===== src/design/ptpt_pkg.sv =====
// Shared constants and types for the prime table primality test block.
`timescale 1ns / 1ps
package ptpt_pkg;

  // Width of a stored prime and the largest candidate that fits it
  localparam int unsigned PrimeBits = 17;
  localparam logic [PrimeBits-1:0] PrimeMax = 17'h1FFFF;

  // Seed primes held in the first four table slots after reset
  localparam int unsigned SeedCount = 4;

  typedef logic [PrimeBits-1:0] prime_t;

  // Request from the sequencer to the shared remainder unit
  typedef struct packed {
    logic   start;
    prime_t dividend;
    prime_t divisor;
  } div_req_t;

  // Answer from the remainder unit
  typedef struct packed {
    logic done;
    logic zero_rem;
  } div_rsp_t;

endpackage


===== src/design/ptpt_rem_unit.sv =====
// Shared restoring remainder unit: one quotient bit per cycle.
`timescale 1ns / 1ps
module ptpt_rem_unit (
  input  logic               clk_i,
  input  logic               rst_ni,
  input  ptpt_pkg::div_req_t req_i,
  output ptpt_pkg::div_rsp_t rsp_o
);

  localparam int unsigned W = ptpt_pkg::PrimeBits;
  localparam int unsigned CntBits = $clog2(W + 1);

  logic               busy_q, busy_d;
  logic [CntBits-1:0] cnt_q, cnt_d;
  logic [W-1:0]       rem_q, rem_d;
  logic [W-1:0]       dvd_q, dvd_d;
  logic [W-1:0]       dvs_q, dvs_d;
  logic               done_q, done_d;
  logic [W:0]         trial;
  logic [W:0]         shifted;

  // Shift one dividend bit into the partial remainder and try a subtract
  always_comb begin
    shifted = {rem_q, dvd_q[W-1]};
    trial   = shifted - {1'b0, dvs_q};
    busy_d  = busy_q;
    cnt_d   = cnt_q;
    rem_d   = rem_q;
    dvd_d   = dvd_q;
    dvs_d   = dvs_q;
    done_d  = 1'b0;
    if (req_i.start) begin
      busy_d = 1'b1;
      cnt_d  = CntBits'(W);
      rem_d  = '0;
      dvd_d  = req_i.dividend;
      dvs_d  = req_i.divisor;
    end else if (busy_q) begin
      dvd_d = {dvd_q[W-2:0], 1'b0};
      rem_d = trial[W] ? shifted[W-1:0] : trial[W-1:0];
      cnt_d = cnt_q - CntBits'(1);
      if (cnt_q == CntBits'(1)) begin
        busy_d = 1'b0;
        done_d = 1'b1;
      end
    end
  end

  always_ff @(posedge clk_i or negedge rst_ni) begin
    if (!rst_ni) begin
      busy_q <= 1'b0;
      cnt_q  <= '0;
      done_q <= 1'b0;
    end else begin
      busy_q <= busy_d;
      cnt_q  <= cnt_d;
      done_q <= done_d;
    end
  end

  always_ff @(posedge clk_i) begin
    rem_q <= rem_d;
    dvd_q <= dvd_d;
    dvs_q <= dvs_d;
  end

  assign rsp_o.done     = done_q;
  assign rsp_o.zero_rem = (rem_q == '0);

endmodule

===== config.mk =====
export PLATFORM = sky130hd
export DESIGN_NAME = ptpt_rem_unit
export DESIGN_NICKNAME = d
export VERILOG_FILES = /design/src/design/ptpt_pkg.sv /design/src/design/ptpt_rem_unit.sv
export SDC_FILE = /design/constraint.sdc
export NUM_CORES = 1
export LEC_CHECK = 0
export ABC_AREA = 1
export BUFFER_PORTS_ARGS = -buffer_cell sky130_fd_sc_hd__buf_2
export CAP_MARGIN = 10
export CORE_AREA = 2 2 114 116
export DETAILED_ROUTE_END_ITERATION = 10
export DIE_AREA = 0 0 116 118
export GPL_TIMING_DRIVEN = 1
export SETUP_SLACK_MARGIN = 0.1
export SLEW_MARGIN = 20
export SYNTH_ARGS = -nofsm -noshare
export SYNTH_HDL_FRONTEND = slang
export SYNTH_SLANG_ARGS = --single-unit

===== constraint.sdc =====
create_clock -name clk_i -period 5.1 [get_ports clk_i]
set_clock_uncertainty 0.2 [all_clocks]
set_input_delay 1.275 -clock clk_i [delete_from_list [all_inputs] [get_ports clk_i]]
set_output_delay 1.275 -clock clk_i [all_outputs]
set_load 0.005 [all_outputs]

==> results of run 1 <==
[sequential cells by signal, summed over array words and instances (netlist names)]
signal and cells:
rem_q 17, done_q 1, cnt_q 5, dvs_q 17, dvd_q 17, busy_q 1
[power by group]
group	total [mW]	leakage (nW)	switching, mW	internal, mW
Combinational	1.04	1.57	0.666	0.370
Clock	0.553	0.129	0.227	0.326
Sequential	0.673	0.577	0.0724	0.601
[layer usage]
| metal | routed length [µm] | vias up | GRT usage (%) |
|---|---|---|---|
| li1 | - | 1611 | - |
| met1 | 4085 | 1398 | 17.94 |
| met2 | 3926 | 76 | 21.49 |
| met3 | 362 | 9 | 2.781 |
| met4 | 111 | 0 | 4.167 |
| met5 | 0 | - | 0 |
[through the flow]
step / instance area [µm²] / hold WS (ps) / worst slack (ps) / cells / power (mW)
after global routing: 4289 / 289.8 / 1979 / 705 / 2.446
after CTS: 4289 / 278.1 / 2103 / 705 / 2.264
final: 4289 / 276.1 / 2136 / 705 / 2.262
after detailed placement: 4018 / 267.2 / 2201 / 689 / 1.702
after global placement: 4018 / 262.3 / 2240 / 689 / 1.694
after floorplan: 3659 / 248.7 / 2477 / 486 / 1.502
[logic make-up after synthesis]
group                      share of synthesized area, %
adders and majority gates                         7.045
and+or+nand+nor                                   35.16
DFF                                               42.00
buffers and inverters                             10.70
xor gates and xnor gates                          1.915
AOI/OAI and AO/OA                                 3.180
[layout by cell type (no fill, tap or decap), drive strengths merged]
cell / instances
clkinv: 6
nand4: 5
o21ai: 6
dfxtp: 17
nor3: 6
nand3b: 2
nand3: 51
xnor2: 5
and3: 2
nor4: 2
a21oi: 13
o22ai: 1
nor2: 21
dfrtp: 7
edfxtp: 34
clkbuf: 9
clkinvlp: 2
xor2: 3
buf: 41
o21bai: 2
or2: 1
fa: 1
nand2: 190
inv: 85
ha: 19
and2: 2
[critical path: cells and delay by family (launching register included)]
kind / cells / cell delay [ps]
DFF: 1 / 370
and+or+nand+nor: 3 / 650
buffers and inverters: 1 / 140
[worst max-delay path by stage]
| stage | cells after the start | to | slack, ps |
|---|---|---|---|
| 6_report | 4 | rsp_o[0] | 2140 |
| 5_1_grt | 4 | rsp_o[0] | 1980 |
| 4_1_cts | 4 | rsp_o[0] | 2100 |
| 3_5_place_dp | 4 | dvd_q[7] | 2200 |
| 3_3_place_gp | 5 | busy_q | 2240 |
| 2_1_floorplan | 3 | dvd_q[0] | 2480 |
[area by class of cell]
cell class | count | area, µm²
Inverter | 86 | 322.8
Fill cell | 1351 | 8125
Sequential cell | 58 | 1536
Clock inverter | 7 | 46.29
Tap cell | 172 | 215.2
Clock buffer | 9 | 225.2
Multi-Input combinational cell | 332 | 1730
Timing Repair Buffer | 41 | 212.7
==> results.cfg, run 1 <==
[run_status]
run_status = completed

[placement]
gp_congestion = 0.9004
io_buffer_count = 38
dp_hpwl_um = 6255

[yosys]
yosysMostFrequentCell = nand2_1
yosysTopAreaCell = edfxtp_1
synth_area_leaders = edfxtp_1 28%, nand2_1 18%, dfxtp_1 9.3%
synth_top_area_share_pct = 27.91
ys_ff_latch = 58
async_flop_share_pct = 12.07
syn_inst = 486
synth_edf_count = 34
synth_common_cells = 173 x nand2_1, 81 x inv_1, 45 x nand3_1
synth_fp_nets = 543
yosys.cell_types.count = 35
netlist_area_um2 = 3659
ys_seq_area_share_pct = 42.00
synth_ff_type = edfxtp_1
yosysWarningCount = 0
syn_avg_cell_area_um2 = 7.528

[global_routing]
grt.overflow.total = 0
grt_pass1_wl_um = 14480
grt_start_max_net_pins = 22
grt_pass1_vias = 2999
grt_use_total_pct = 13.37
antenna_found_initial = 0

[power]
irDropWorstVdd_v = 0.0001983
p_leak_nw = 2.271
p_per_area_nw_per_um2 = 527.4

[critical_path]
reg2reg_depth = 12
crit_type = flip-flop to primary output
path_cells = nor4_1 -> nand3_1 -> nor3_1 -> buf_2
r2r-end = rem_q[14]
slowest_delay_ps = 370
arrival_ps = 1490
crit_start = rem_q[16]
startpoint_type = flip-flop
rrSetupSlack_ps = 2470
crit_fanout = 5
critPathSlowestCell = dfxtp_1
end_kind = primary output
r2r_start = dvs_q[0]
cp_data_required_time_ps = 3620

[clock_network]
htree_levels = 3
clk_pin_slew_worst_paths_ps = 60
ctsResizeCount = 0
tritoncts = done
clkLatencyLatePin_ps = 330
cts_setup_buffers = 0
cts_buffers = 9
clockBufferDepth = 2
cts.hold.buffers_added = 0
cts.sink_count = 58
cts_root_buf = clkbuf_16

[finish]
drive_gt1_share_pct = 16.14
final_core_util_pct = 34.55
syn2layout_area_growth_pct = 17.24
fin_nets = 585
antennaDiodeCount = 0

[sta]
fin_crit_ps = 2964
fmax_mhz = 337.4
rsz0062_at_grt = false
hold_viol = 0
setup_viol = 0
fin_setup_tns_ps = 0
maxSlewHeadroom_pct = 55.36
maxSlewViolCount = 0
worst_pin_slew_ps = 668.8
period_share_pct = 58.12

[die]
ios = 39
row_count = 41
fp.dieArea_um2 = 13690
design.core.area_um2 = 12410
die-height_um = 118
start_util_pct = 29.47
die_x_um = 116

[routing]
viasPerCell = 4.389
avgRoutedWirePerCell_um = 12.04
vias = 3094
drt_iter0_drc = 181
drt-total-wl_um = 8485
drc_errors = 0
first_pass_iters = 4
ant_nets = 0

[hold_path]
hold_end = rem_q[14]
worstHoldPathType = flip-flop to flip-flop
whs_path_depth = 2
hp-start = rem_q[14]

[run]
drv_cap = 0
Power figures use the tool's default switching activity.
==> inputs of run 2 (changes only) <==
Settings changed: ABC_AREA 1 to 0, CORE_AREA 2 2 114 116 to 2 2 111 113, DIE_AREA 0 0 116 118 to 0 0 113 115.
Clock period 5.1 ns to 2.7 ns, I/O delays scaled along.
==> results.cfg, run 2 <==
[run_status]
run_status = finished, violations left
violations = DRC

[yosys]
yosysWarningCount = 0
yosysMostFrequentCell = edfxtp_1
yosys.cell_types.count = 53
syn_inst = 342
synth_fp_nets = 399
synth_edf_count = 34
yosysTopAreaCell = edfxtp_1
synth_common_cells = 34 x edfxtp_1, 31 x nor2_1, 24 x nand2_1
ys_ff_latch = 58
synth_area_leaders = edfxtp_1 30%, dfxtp_1 9.9%, ha_1 6.9%
async_flop_share_pct = 12.07
syn_avg_cell_area_um2 = 10.05
ys_seq_area_share_pct = 44.70
synth_ff_type = edfxtp_1
netlist_area_um2 = 3437
synth_top_area_share_pct = 29.71

[sta]
period_share_pct = 97.58
rsz0062_at_grt = true
fin_setup_tns_ps = 0
fmax_mhz = 379.5
maxSlewViolCount = 0
setup_viol = 0
maxSlewHeadroom_pct = 65.97
setup_ws_ps = 65.24
worst_pin_slew_ps = 510.5
fin_crit_ps = 2635
fin_hold_ws_ps = 313.7
hold_viol = 0

[die]
die_x_um = 113
start_util_pct = 29.10
design.core.area_um2 = 11810
die-height_um = 115
row_count = 40
fp.dieArea_um2 = 13000
ios = 39

[routing]
first_pass_iters = 7
drt_iter0_drc = 150
avgRoutedWirePerCell_um = 15.61
vias = 3049
drt-total-wl_um = 9302
viasPerCell = 5.116
ant_nets = 0
drc_errors = 1

[placement]
gp_congestion = 0.8851
io_buffer_count = 38
dp_hpwl_um = 6327
pre_cts_ws_ps = -41.93
placed_area_um2 = 4114

[global_routing]
antenna_found_initial = 0
grt_pass1_vias = 3047
grt.overflow.total = 0
grt_use_total_pct = 14.70
grt_start_max_net_pins = 37
grt_pass1_wl_um = 14900

[critical_path]
arrival_ps = 2640
crit_type = flip-flop to flip-flop
end_kind = flip-flop
startpoint_type = flip-flop
crit_fanout = 3
cp_data_required_time_ps = 2710
rrSetupSlack_ps = 70

[finish]
drive_gt1_share_pct = 44.10
reg.largest.list = dvd_q: 17 flops, dvs_q: 17 flops, rem_q: 17 flops
layout_commonest_cell = buf_4
layout_common_cells = 57 x buf_4, 39 x buf_2, 34 x edfxtp_1, 31 x nor2_1, 23 x o21ai_0
syn2layout_area_growth_pct = 44.34
fin_area_um2 = 4961
fin_nets = 501
seqCellArea_um2 = 1539
multi_input_area_um2 = 2093
num-fill-cells = 1130
antennaDiodeCount = 0

[clock_network]
cts_buffers = 9
cts_root_buf = clkbuf_16
clockBufferDepth = 2
clk_pin_slew_worst_paths_ps = 50
clkLatencyLatePin_ps = 340
htree_levels = 3
cts.sink_count = 58
tritoncts = done

[power]
power_mw = 5.028
irDropWorstVdd_v = 0.0002843
p_per_area_nw_per_um2 = 1013
p_leak_nw = 2.015

[run]
drv_cap = 0

[hold_path]
worstHoldPathType = primary input to flip-flop
[run 2: repair_timing]
action,CTS,global route
endpoints found under the hold margin,7,0
pin swaps,15,23
resized for setup,30,41
hold buffers,1,0
buffers inserted,10,9
gates cloned,0,1
endpoints found under the setup margin,8,18
[run 2: final timing paths]
path,start,to,cells past startpoint
max,dvs_q[9],rem_q[14],8
min,req_i[1],dvs_q[1],1
max reg2reg,dvs_q[9],rem_q[14],8
min reg2reg,cnt_q[4],cnt_q[4],2
max in group asynchronous,rst_ni,busy_q,2
min in group asynchronous,rst_ni,cnt_q[2],2
[run 2: through the flow]
step | cells | util, %
2_1_floorplan | 342 | -
3_3_place_gp | 559 | 34.83
3_5_place_dp | 559 | 34.83
4_1_cts | 586 | 39.81
5_1_grt | 596 | 42.00
6_report | 596 | 42.00
[run 2: worst max-delay path, stage by stage, from the launching register on]
cell and delay, ps:
edfxtp_1 350, inv_1 100, ha_4 210, a21oi_1 280, o21ai_0 220, or3b_2 520, a2bb2oi_2 160, a2111oi_4 390
a2111oi_2 90
[run 2: area by class of cell]
class | instances | share of cell area (%)
flip-flops and latches | 58 | 31.02
clock inverters | 7 | 1.589
inverters | 23 | 1.740
clock buffers | 9 | 4.540
multi-input cells | 245 | 42.19
well taps | 147 | 3.707
repair buffers | 107 | 15.21
[run 2: power by group]
| group | switching (mW) | internal [mW] |
|---|---|---|
| Clock | 0.443 | 0.719 |
| Combinational | 1.22 | 1.29 |
| Sequential | 0.181 | 1.17 |
[run 2: per-layer routing]
| layer | part of all wire [%] | wire length (µm) | vias to the layer above | global-route usage [%] |
|---|---|---|---|---|
| met3 | 5.1 | 478 | 18 | 4.533 |
| met4 | 2.0 | 182 | 0 | 5.610 |
| met5 | 0 | 0 | - | 0 |
| met2 | 48 | 4493 | 81 | 24.19 |
| met1 | 45 | 4148 | 1467 | 18.18 |
| li1 | - | - | 1483 | - |
[run 2: kinds of logic (layout without fill, tap and decap cells)]
| family | count (synthesis) | in the layout | share of synthesized area, % |
|---|---|---|---|
| AND/OR/NAND/NOR | 106 | 106 | 15.87 |
| AO/OA/AOI/OAI | 91 | 91 | 19.04 |
| flip-flops | 58 | 58 | 44.70 |
| buffers and inverters | 39 | 146 | 4.550 |
| adder cells (fa/ha/maj) | 20 | 20 | 7.499 |
| multiplexers | 17 | 17 | 5.533 |
| XOR/XNOR | 11 | 11 | 2.803 |
